### src/sv/uer_pkg.sv
package uer_pkg;

    // Field and counter widths
    localparam int TICK_W     = 20;
    localparam int PW_W       = 16;
    localparam int DIST_W     = 14;
    localparam int STATUS_W   = 2;
    localparam int CFG_IDX_W  = 2;
    localparam int CFG_DATA_W = 20;
    localparam int ECHO_TO_W  = 16;
    localparam int PERIOD_W   = 20;
    localparam int PRE_TO_W   = 16;

    // Distance scale: mm = width * 343 / 2000, kept as running quotient and remainder
    localparam int ECHO_MUL = 343;
    localparam int ECHO_DIV = 2000;
    localparam int REM_W    = 11;

    // Trigger pulse shape in ticks
    localparam int LOW_TICKS  = 2;
    localparam int HIGH_TICKS = 10;

    // Status codes
    localparam logic [STATUS_W-1:0] ST_OK           = 2'd0;
    localparam logic [STATUS_W-1:0] ST_TIMEOUT      = 2'd1;
    localparam logic [STATUS_W-1:0] ST_INVALID_STATE = 2'd2;
    localparam logic [STATUS_W-1:0] ST_INVALID_RESP = 2'd3;

    // Register indexes
    localparam logic [CFG_IDX_W-1:0] REG_ENABLED     = 2'd0;
    localparam logic [CFG_IDX_W-1:0] REG_ECHO_TO     = 2'd1;
    localparam logic [CFG_IDX_W-1:0] REG_MIN_PERIOD  = 2'd2;
    localparam logic [CFG_IDX_W-1:0] REG_PRE_LOW_TO  = 2'd3;

    typedef struct packed {
        logic                  enabled;
        logic [ECHO_TO_W-1:0]  echo_timeout_us;
        logic [PERIOD_W-1:0]   min_period_us;
        logic [PRE_TO_W-1:0]   pre_low_timeout_us;
    } cfg_t;

    typedef struct packed {
        logic                  trigger_level;
        logic                  done_res;
        logic                  busy_res;
        logic [STATUS_W-1:0]   status;
        logic [DIST_W-1:0]     dist_mm;
    } res_item_t;

endpackage

### src/sv/uer_if.sv
// Input tick channel
interface uer_tick_if;
    logic valid;
    logic ready;
    logic echo_level;
    logic start_request;

    modport source (output valid, output echo_level, output start_request, input ready);
    modport sink   (input valid, input echo_level, input start_request, output ready);
endinterface

// Result channel
interface uer_res_if;
    logic        valid;
    logic        ready;
    logic        trigger_level;
    logic        done_res;
    logic        busy_res;
    logic [1:0]  status;
    logic [13:0] dist_mm;

    modport source (output valid, output trigger_level, output done_res, output busy_res,
                    output status, output dist_mm, input ready);
    modport sink   (input valid, input trigger_level, input done_res, input busy_res,
                    input status, input dist_mm, output ready);
endinterface

### src/sv/uer_cfg_regs.sv
module uer_cfg_regs (
    input  logic                                clk,
    input  logic                                rst_n,
    input  logic                                cfg_we,
    input  logic [uer_pkg::CFG_IDX_W-1:0]       cfg_index,
    input  logic [uer_pkg::CFG_DATA_W-1:0]      cfg_data,
    output uer_pkg::cfg_t                       cfg
);
    import uer_pkg::*;

    cfg_t cfg_reg;
    cfg_t cfg_next;

    // Register write decode, data truncated to each register's width
    always_comb
    begin
        cfg_next = cfg_reg;
        if (cfg_we)
        begin
            unique case (cfg_index)
                REG_ENABLED:    cfg_next.enabled            = cfg_data[0];
                REG_ECHO_TO:    cfg_next.echo_timeout_us    = cfg_data[ECHO_TO_W-1:0];
                REG_MIN_PERIOD: cfg_next.min_period_us      = cfg_data[PERIOD_W-1:0];
                REG_PRE_LOW_TO: cfg_next.pre_low_timeout_us = cfg_data[PRE_TO_W-1:0];
                default:        cfg_next = cfg_reg;
            endcase
        end
    end

    always_ff @(posedge clk or negedge rst_n)
    begin
        if (!rst_n)
        begin
            cfg_reg.enabled            <= 1'b0;
            cfg_reg.echo_timeout_us    <= ECHO_TO_W'(30000);
            cfg_reg.min_period_us      <= PERIOD_W'(60000);
            cfg_reg.pre_low_timeout_us <= PRE_TO_W'(1000);
        end
        else
        begin
            cfg_reg <= cfg_next;
        end
    end

    assign cfg = cfg_reg;

endmodule

### src/sv/uer_seq.sv
module uer_seq #(
    parameter int TIMER_BITS = 20
) (
    input  logic                clk,
    input  logic                rst_n,
    input  logic                fire,
    input  logic                echo_level,
    input  logic                start_request,
    input  uer_pkg::cfg_t       cfg,
    output uer_pkg::res_item_t  res
);
    import uer_pkg::*;

    localparam int CMP_W = (TIMER_BITS > PERIOD_W) ? TIMER_BITS : PERIOD_W;

    // Phase codes
    localparam logic [2:0] PH_IDLE      = 3'd0;
    localparam logic [2:0] PH_PRE_LOW   = 3'd1;
    localparam logic [2:0] PH_TRIG_LOW  = 3'd2;
    localparam logic [2:0] PH_TRIG_HIGH = 3'd3;
    localparam logic [2:0] PH_WAIT_RISE = 3'd4;
    localparam logic [2:0] PH_WAIT_FALL = 3'd5;

    logic [2:0]            phase_reg, phase_next;
    logic [TICK_W-1:0]     ticks_reg, ticks_next;
    logic [TIMER_BITS-1:0] since_reg, since_next;
    logic [PW_W-1:0]       pw_reg, pw_next;
    logic [DIST_W-1:0]     quot_reg, quot_next;
    logic [REM_W-1:0]      rem_reg, rem_next;
    logic                  has_last_reg, has_last_next;
    logic [DIST_W-1:0]     last_reg, last_next;

    logic [2:0]            cur;
    logic                  enter_pre;
    logic                  fail;
    logic [STATUS_W-1:0]   fail_code;
    logic [TICK_W-1:0]     pre_ticks;
    logic                  pw_inc;
    logic [PW_W-1:0]       pw_new;
    logic [REM_W:0]        rem_sum;
    logic                  carry;
    logic [REM_W-1:0]      rem_new;
    logic [DIST_W-1:0]     quot_new;

    // Running width*343/2000: add 343 to the remainder, carry into the quotient
    always_comb
    begin
        pw_inc   = (pw_reg != '1);
        pw_new   = pw_reg + PW_W'(pw_inc);
        rem_sum  = (REM_W+1)'(rem_reg) + (REM_W+1)'(ECHO_MUL);
        carry    = pw_inc && (rem_sum >= (REM_W+1)'(ECHO_DIV));
        rem_new  = pw_inc ? (carry ? REM_W'(rem_sum - (REM_W+1)'(ECHO_DIV)) : REM_W'(rem_sum))
                          : rem_reg;
        quot_new = quot_reg + DIST_W'(carry);
    end

    // Per-tick sequencer
    always_comb
    begin
        phase_next    = phase_reg;
        ticks_next    = ticks_reg;
        since_next    = (since_reg == '1) ? since_reg : since_reg + TIMER_BITS'(1);
        pw_next       = pw_reg;
        quot_next     = quot_reg;
        rem_next      = rem_reg;
        has_last_next = has_last_reg;
        last_next     = last_reg;
        res           = '0;
        enter_pre     = 1'b0;
        fail          = 1'b0;
        fail_code     = ST_TIMEOUT;
        pre_ticks     = ticks_reg;

        cur = phase_reg;
        if (phase_reg > PH_WAIT_FALL)
        begin
            cur        = PH_IDLE;
            phase_next = PH_IDLE;
        end

        // Request screening in idle
        if (cur == PH_IDLE && start_request)
        begin
            if (!cfg.enabled)
            begin
                res.done_res = 1'b1;
                res.status   = ST_INVALID_STATE;
            end
            else if (since_reg != '1 && CMP_W'(since_reg) < CMP_W'(cfg.min_period_us))
            begin
                fail = 1'b1;
            end
            else
            begin
                enter_pre = 1'b1;
                pre_ticks = '0;
            end
        end

        if (enter_pre || cur == PH_PRE_LOW)
        begin
            // Wait for echo low before triggering
            if (!echo_level)
            begin
                res.busy_res = 1'b1;
                phase_next   = PH_TRIG_LOW;
                ticks_next   = '0;
            end
            else if (pre_ticks >= TICK_W'(cfg.pre_low_timeout_us))
            begin
                fail = 1'b1;
            end
            else
            begin
                res.busy_res = 1'b1;
                phase_next   = PH_PRE_LOW;
                ticks_next   = pre_ticks + TICK_W'(1);
            end
        end
        else
        begin
            unique case (cur)
                PH_TRIG_LOW:
                begin
                    res.busy_res = 1'b1;
                    ticks_next   = ticks_reg + TICK_W'(1);
                    if (ticks_next >= TICK_W'(LOW_TICKS))
                    begin
                        phase_next = PH_TRIG_HIGH;
                        ticks_next = '0;
                    end
                end
                PH_TRIG_HIGH:
                begin
                    res.busy_res      = 1'b1;
                    res.trigger_level = 1'b1;
                    ticks_next        = ticks_reg + TICK_W'(1);
                    if (ticks_next >= TICK_W'(HIGH_TICKS))
                    begin
                        phase_next = PH_WAIT_RISE;
                        ticks_next = '0;
                        since_next = '0;
                    end
                end
                PH_WAIT_RISE:
                begin
                    if (echo_level)
                    begin
                        res.busy_res = 1'b1;
                        pw_next      = '0;
                        quot_next    = '0;
                        rem_next     = '0;
                        phase_next   = PH_WAIT_FALL;
                        ticks_next   = '0;
                    end
                    else if (ticks_reg >= TICK_W'(cfg.echo_timeout_us))
                    begin
                        fail = 1'b1;
                    end
                    else
                    begin
                        res.busy_res = 1'b1;
                        ticks_next   = ticks_reg + TICK_W'(1);
                    end
                end
                PH_WAIT_FALL:
                begin
                    pw_next   = pw_new;
                    quot_next = quot_new;
                    rem_next  = rem_new;
                    if (!echo_level)
                    begin
                        if (pw_new == '0)
                        begin
                            fail      = 1'b1;
                            fail_code = ST_INVALID_RESP;
                        end
                        else
                        begin
                            last_next     = quot_new;
                            has_last_next = 1'b1;
                            res.done_res  = 1'b1;
                            res.status    = ST_OK;
                            res.dist_mm   = quot_new;
                            phase_next    = PH_IDLE;
                            ticks_next    = '0;
                        end
                    end
                    else if (ticks_reg >= TICK_W'(cfg.echo_timeout_us))
                    begin
                        fail = 1'b1;
                    end
                    else
                    begin
                        res.busy_res = 1'b1;
                        ticks_next   = ticks_reg + TICK_W'(1);
                    end
                end
                default:
                begin
                    res.trigger_level = 1'b0;
                end
            endcase
        end

        // Failure: fall back to the held distance when there is one
        if (fail)
        begin
            res.done_res = 1'b1;
            res.busy_res = 1'b0;
            if (has_last_reg)
            begin
                res.status  = ST_OK;
                res.dist_mm = last_reg;
            end
            else
            begin
                res.status  = fail_code;
                res.dist_mm = '0;
            end
            phase_next = PH_IDLE;
            ticks_next = '0;
        end
    end

    always_ff @(posedge clk or negedge rst_n)
    begin
        if (!rst_n)
        begin
            phase_reg    <= PH_IDLE;
            ticks_reg    <= '0;
            since_reg    <= '1;
            pw_reg       <= '0;
            quot_reg     <= '0;
            rem_reg      <= '0;
            has_last_reg <= 1'b0;
            last_reg     <= '0;
        end
        else if (fire)
        begin
            phase_reg    <= phase_next;
            ticks_reg    <= ticks_next;
            since_reg    <= since_next;
            pw_reg       <= pw_next;
            quot_reg     <= quot_next;
            rem_reg      <= rem_next;
            has_last_reg <= has_last_next;
            last_reg     <= last_next;
        end
    end

    // A tick never reports done and busy together
    a_done_not_busy: assert property (@(posedge clk) disable iff (!rst_n)
        fire |-> !(res.done_res && res.busy_res))
        else $error("done and busy both set");

    // An ok completion always leaves a held distance behind
    a_ok_holds_last: assert property (@(posedge clk) disable iff (!rst_n)
        fire && res.done_res && res.status == ST_OK |=> has_last_reg)
        else $error("ok completion without held distance");

    // Last trigger-high tick restarts the period timer
    a_trig_restarts_timer: assert property (@(posedge clk) disable iff (!rst_n)
        fire && phase_reg == PH_TRIG_HIGH && ticks_reg == TICK_W'(HIGH_TICKS - 1)
        |=> since_reg == '0)
        else $error("period timer not restarted after trigger");

    // Remainder of the running division stays below the divisor
    a_rem_bound: assert property (@(posedge clk) disable iff (!rst_n)
        rem_reg < REM_W'(ECHO_DIV))
        else $error("distance remainder out of range");

endmodule

### src/sv/uer_out_reg.sv
module uer_out_reg (
    input  logic                clk,
    input  logic                rst_n,
    input  logic                load,
    input  uer_pkg::res_item_t  item_in,
    input  logic                down_ready,
    output logic                up_ready,
    output logic                valid,
    output uer_pkg::res_item_t  item_out
);
    import uer_pkg::*;

    logic      valid_reg, valid_next;
    res_item_t item_reg;

    // Free when empty or when the held result is taken this cycle
    assign up_ready = !valid_reg || down_ready;

    always_comb
    begin
        valid_next = valid_reg;
        if (load)
        begin
            valid_next = 1'b1;
        end
        else if (down_ready)
        begin
            valid_next = 1'b0;
        end
    end

    always_ff @(posedge clk or negedge rst_n)
    begin
        if (!rst_n)
        begin
            valid_reg <= 1'b0;
        end
        else
        begin
            valid_reg <= valid_next;
        end
    end

    always_ff @(posedge clk)
    begin
        if (load)
        begin
            item_reg <= item_in;
        end
    end

    assign valid    = valid_reg;
    assign item_out = item_reg;

    // A load only happens when the slot is free
    a_no_overwrite: assert property (@(posedge clk) disable iff (!rst_n)
        load |-> (!valid_reg || down_ready))
        else $error("result overwritten before being taken");

    // Loaded result is presented on the next cycle
    a_load_shows: assert property (@(posedge clk) disable iff (!rst_n)
        load |=> valid_reg)
        else $error("loaded result not presented");

    // Without a load, a taken result leaves the slot empty
    a_drain: assert property (@(posedge clk) disable iff (!rst_n)
        valid_reg && down_ready && !load |=> !valid_reg)
        else $error("taken result not released");

endmodule

### src/sv/ultrasonic_echo_ranger.sv
// A tick request accepted at one edge has its result on the output the next cycle.
// Throughput: one tick per cycle while the output register is free; it frees as its result is taken.
// Each accepted tick yields exactly one result; trigger/echo timing counts accepted ticks.
// Reset (rst_n, async, active low): idle, no held distance, period timer saturated,
// registers at enabled=0, echo timeout 30000, min period 60000, pre-low timeout 1000.
module ultrasonic_echo_ranger #(
    parameter int TIMER_BITS = 20
) (
    input  logic                            clk,
    input  logic                            rst_n,
    input  logic                            cfg_we,
    input  logic [uer_pkg::CFG_IDX_W-1:0]   cfg_index,
    input  logic [uer_pkg::CFG_DATA_W-1:0]  cfg_data,
    uer_tick_if.sink                        tick,
    uer_res_if.source                       reading
);
    import uer_pkg::*;

    cfg_t      cfg;
    res_item_t seq_res;
    res_item_t out_item;
    logic      fire;
    logic      up_ready;

    assign fire       = tick.valid && up_ready;
    assign tick.ready = up_ready;

    // Configuration registers
    uer_cfg_regs u_cfg (
        .clk       (clk),
        .rst_n     (rst_n),
        .cfg_we    (cfg_we),
        .cfg_index (cfg_index),
        .cfg_data  (cfg_data),
        .cfg       (cfg)
    );

    // Measurement sequencer
    uer_seq #(
        .TIMER_BITS (TIMER_BITS)
    ) u_seq (
        .clk           (clk),
        .rst_n         (rst_n),
        .fire          (fire),
        .echo_level    (tick.echo_level),
        .start_request (tick.start_request),
        .cfg           (cfg),
        .res           (seq_res)
    );

    // Result register
    uer_out_reg u_out (
        .clk        (clk),
        .rst_n      (rst_n),
        .load       (fire),
        .item_in    (seq_res),
        .down_ready (reading.ready),
        .up_ready   (up_ready),
        .valid      (reading.valid),
        .item_out   (out_item)
    );

    assign reading.trigger_level = out_item.trigger_level;
    assign reading.done_res      = out_item.done_res;
    assign reading.busy_res      = out_item.busy_res;
    assign reading.status        = out_item.status;
    assign reading.dist_mm       = out_item.dist_mm;

endmodule
### src/flat_wrapper.sv
// flat-port wrapper written by rule: the top's interface ports become plain ports
module ultrasonic_echo_ranger_flat import uer_pkg::*;
#(
    parameter int TIMER_BITS = 20
)
  (clk, rst_n, cfg_we, cfg_index, cfg_data, tick_valid, tick_echo_level, tick_start_request, tick_ready, reading_valid, reading_trigger_level, reading_done_res, reading_busy_res, reading_status, reading_dist_mm, reading_ready);
  uer_tick_if tick_i ();
  uer_res_if reading_i ();
  input  logic clk;
  input  logic rst_n;
  input  logic cfg_we;
  input  logic [uer_pkg::CFG_IDX_W-1:0] cfg_index;
  input  logic [uer_pkg::CFG_DATA_W-1:0] cfg_data;
  input wire logic [$bits(tick_i.valid)-1:0] tick_valid;
  input wire logic [$bits(tick_i.echo_level)-1:0] tick_echo_level;
  input wire logic [$bits(tick_i.start_request)-1:0] tick_start_request;
  output wire logic [$bits(tick_i.ready)-1:0] tick_ready;
  output wire logic [$bits(reading_i.valid)-1:0] reading_valid;
  output wire logic [$bits(reading_i.trigger_level)-1:0] reading_trigger_level;
  output wire logic [$bits(reading_i.done_res)-1:0] reading_done_res;
  output wire logic [$bits(reading_i.busy_res)-1:0] reading_busy_res;
  output wire logic [$bits(reading_i.status)-1:0] reading_status;
  output wire logic [$bits(reading_i.dist_mm)-1:0] reading_dist_mm;
  input wire logic [$bits(reading_i.ready)-1:0] reading_ready;
  assign tick_i.valid = tick_valid;
  assign tick_i.echo_level = tick_echo_level;
  assign tick_i.start_request = tick_start_request;
  assign tick_ready = tick_i.ready;
  assign reading_valid = reading_i.valid;
  assign reading_trigger_level = reading_i.trigger_level;
  assign reading_done_res = reading_i.done_res;
  assign reading_busy_res = reading_i.busy_res;
  assign reading_status = reading_i.status;
  assign reading_dist_mm = reading_i.dist_mm;
  assign reading_i.ready = reading_ready;
  ultrasonic_echo_ranger #(.TIMER_BITS(TIMER_BITS)) u_core (.clk(clk), .rst_n(rst_n), .cfg_we(cfg_we), .cfg_index(cfg_index), .cfg_data(cfg_data), .tick(tick_i), .reading(reading_i));
endmodule
### config.mk
export PLATFORM = sky130hd
export DESIGN_NAME = ultrasonic_echo_ranger_flat
export DESIGN_NICKNAME = d
export VERILOG_FILES = /design/src/sv/uer_pkg.sv /design/src/sv/uer_if.sv /design/src/sv/uer_cfg_regs.sv /design/src/sv/uer_seq.sv /design/src/sv/uer_out_reg.sv /design/src/sv/ultrasonic_echo_ranger.sv /design/src/flat_wrapper.sv
export SDC_FILE = /design/constraint.sdc
export NUM_CORES = 1
export LEC_CHECK = 0
export BUFFER_PORTS_ARGS = -buffer_cell sky130_fd_sc_hd__buf_2
export CELL_PAD_IN_SITES_DETAIL_PLACEMENT = 0
export CELL_PAD_IN_SITES_GLOBAL_PLACEMENT = 1
export CORE_MARGIN = 3
export CORE_UTILIZATION = 35
export DETAILED_ROUTE_END_ITERATION = 16
export GPL_ROUTABILITY_DRIVEN = 0
export PLACE_DENSITY = 0.62
export SYNTH_ARGS = -nofsm -noshare
export SYNTH_HDL_FRONTEND = slang
export SYNTH_SLANG_ARGS = --single-unit
### constraint.sdc
create_clock -name clk -period 5.6 [get_ports clk]
set_clock_uncertainty 0.1 [all_clocks]
set_input_delay 0.56 -clock clk [delete_from_list [all_inputs] [get_ports clk]]
set_output_delay 0.56 -clock clk [all_outputs]
set_load 0.02 [all_outputs]
==> impl_metrics.yaml <==
outcome:
  outcome: "finished, final reports clean"
cells_and_area:
  finalNonFillerCells: 1624
  drive_gt1_frac: 0.180
  nets: 1311
  final_cell_area_sq_um: 12200
  syn_to_final_growth_pct: 11.3
  largest_reg_flops: 53
detailed_routing:
  dr_total_vias: 8845
  drt_pass1_iterations: 5
  wl_um: 30700
  vias_per_cell: 5.45
  wl_per_cell_um: 18.9
  drc: 0
  postRouteAntennaNets: 0
  dr.first_iter.drc_count: 528
worst_setup_path:
  slowest_delay_ns: 0.53
  crit_slowest_cell: "dfstp_2"
  cp_top_family: "compound AO/OA/AOI/OAI gates"
  path_cells: "inv_1 > ha_1 > nand4_1 > or4_1 > nor2_1 > o31ai_2 > buf_4 > and2_1 > ha_1 > a211o_1 > a31oi_1 > o31ai_1 > a221oi_1 > o21ai_0 > a221o_1 > and3_2 > a22o_1"
  cp-start-kind: "flip-flop"
  cp.buffers_inverters: 2
  required_ns: 5.69
  rr_startpoint: "u_core.u_cfg.cfg[31]"
  crit_path_frequent_cell: "ha_1"
  critical_path_class: "reg2reg"
  r2r_setup_slack_ns: 0.44
  cp.arrival_ns: 5.25
  critPathLaunch: "u_core.u_cfg.cfg[31]"
  worstSetupEndpointType: "flip-flop"
  crit_fanout: 24
synth:
  synth_area_per_cell_sq_um: 9.26
  synth-seq-area-share: 0.406
  synth_edf_count: 19
  synth_top_cells_by_area: "dfrtp_1 (26%), dfstp_2 (9.6%), ha_1 (7.8%)"
  synth_top_area_frac: 0.258
  synth.most_common_cell: "dfrtp_1"
  synth.distinct_cells: 76
  ys_async_sr_fraction: 0.890
  yosysWarningCount: 0
  syn-cell-area_sq_um: 11000
  synth_seq_cells: 172
  yosysTopAreaCell: "dfrtp_1"
  syn_inst: 1185
  ys.flop_type: "dfrtp_1"
  synthesis.nets: 1282
  ys_top_cells_by_count: "dfrtp_1 (113), nor2_1 (104), nand2_1 (103)"
place:
  dp_hpwl_um: 21900
  dpl_worst_slack_ns: 0.347
  placed_cells: 1591
  portBuffers: 49
  place_area_sq_um: 11600
sta:
  min_period_ns: 5.16
  max_freq_mhz: 194
  tns_ns: 0
  max_slew_margin: 0.236
  hold_viol: 0
  finalMaxSlewViolations: 0
  setup_ws_ns: 0.442
  finalSetupViolCount: 0
  tightest_slew_ns: 1.14
  period_share: 0.921
die:
  start_util: 0.357
  fp.dieH_um: 183
  dieArea_sq_um: 33500
  std_cell_rows: 64
  core-area_sq_um: 30700
  die_w_um: 183
  boundaryPins: 50
clock_tree:
  cts_root_buffer: "clkbuf_16"
  cts_buffers: 17
  cts_max_level: 4
  clk_path_buf_depth: 2
  clk_pin_slew_ns: 0.07
  cts_tree: "yes"
  cts_hold_buf: 0
  clk_latency_ns: 0.44
  cts_sinks: 172
power:
  vdd.ir_drop.worst_uv: 235
  p_leak_nw: 5.35
  power.total_mw: 4.12
  p_per_area_nw_per_um2: 337
global_route:
  grt_pass1_vias: 8673
  gr-usage-all-layers: 0.186
  grt_pass1_wl_um: 49500
  antenna_found_initial: 1
  grt_overflow: 0
  grt_max_degree: 78
job:
  max-cap-violations: 0
min_path:
  holdCritPathClass: "in2async"
[kinds of logic (layout without fill, tap and decap cells)]
kind of cell | count (synthesis) | count (layout) | share of synthesized area
muxes | 66 | 66 | 0.0673
other | 0 | 1 | 0
xor gates and xnor gates | 43 | 43 | 0.0343
adders and majority gates | 68 | 68 | 0.0776
and+or+nand+nor | 426 | 426 | 0.198
buffers and inverters | 131 | 173 | 0.0482
DFF | 172 | 172 | 0.406
AOI/OAI and AO/OA | 279 | 279 | 0.169
[final timing paths]
kind	to	depth (start not counted)
max	u_core.u_out.item_out[1]	17
min	u_core.u_cfg.cfg[23]	1
max reg2reg	u_core.u_out.item_out[1]	17
min reg2reg	u_core.u_seq.quot_reg[0]	2
max in group asynchronous	u_core.u_seq.ticks_reg[4]	2
min in group clk	u_core.u_out.valid	2
[cells in the final DEF (no fill, tap or decap), types with 8 or more instances in the layout]
| cell | instances |
|---|---|
| and2_1 | 30 |
| a211oi_1 | 11 |
| dfstp_2 | 40 |
| mux2_2 | 62 |
| and4_1 | 11 |
| buf_4 | 15 |
| nand3_1 | 37 |
| and3_1 | 19 |
| inv_1 | 76 |
| a21o_1 | 12 |
| nor4_1 | 10 |
| buf_2 | 48 |
| a21oi_1 | 41 |
| nand2_1 | 103 |
| or3_1 | 10 |
| nand2b_1 | 15 |
| clkbuf_16 | 17 |
| o211ai_1 | 10 |
| xnor2_1 | 21 |
| o22ai_1 | 8 |
| dfrtp_1 | 113 |
| o21ai_0 | 86 |
| a22o_1 | 12 |
| o31ai_1 | 26 |
| ha_1 | 68 |
| a31oi_1 | 9 |
| nor3_1 | 18 |
| edfxtp_1 | 19 |
| xor2_1 | 22 |
| nand4_1 | 28 |
| nor2_1 | 104 |
[worst reg2reg max path: stages, from the launching register on]
cell      delay (ns)
dfstp_2         0.53
inv_1           0.04
ha_1            0.31
nand4_1         0.13
or4_1           0.52
nor2_1          0.25
o31ai_2         0.10
buf_4           0.22
and2_1          0.20
ha_1            0.29
a211o_1         0.29
a31oi_1         0.18
o31ai_1         0.12
a221oi_1        0.31
o21ai_0         0.23
a221o_1         0.45
and3_2          0.38
a22o_1          0.29
[per-layer routing]
metal / GRT usage / share of wire
met1: 0.258 / 0.48
met2: 0.307 / 0.47
met3: 0.0264 / 0.037
met4: 0.0494 / 0.018
met5: 0 / 0
[cell type report]
class / count / area [sq um]
Antenna cell: 1 / 2.50
Clock buffer: 18 / 429
Clock inverter: 14 / 161
Fill cell: 3130 / 18500
Inverter: 77 / 289
Multi-Input combinational cell: 882 / 6020
Sequential cell: 172 / 4450
Tap cell: 396 / 495
Timing Repair Buffer: 64 / 364
[power breakdown]
group / switching [mW] / internal [mW]
Combinational: 0.756 / 0.476
Sequential: 0.174 / 1.48
Clock: 0.563 / 0.670
[repair_timing]
item,CTS,global route
endpoints found under the setup margin,0,14
buffers inserted,0,0
gates resized for setup,0,1
[metrics by stage]
| stage | util | hold WS (ns) |
|---|---|---|
| 2_1_floorplan | - | 0.164 |
| 3_3_place_gp | 0.378 | 0.369 |
| 3_5_place_dp | 0.378 | 0.378 |
| 4_1_cts | 0.397 | 0.100 |
| 5_1_grt | 0.397 | 0.128 |
| 6_report | 0.397 | 0.0665 |
(Power assumes the default switching activity.)
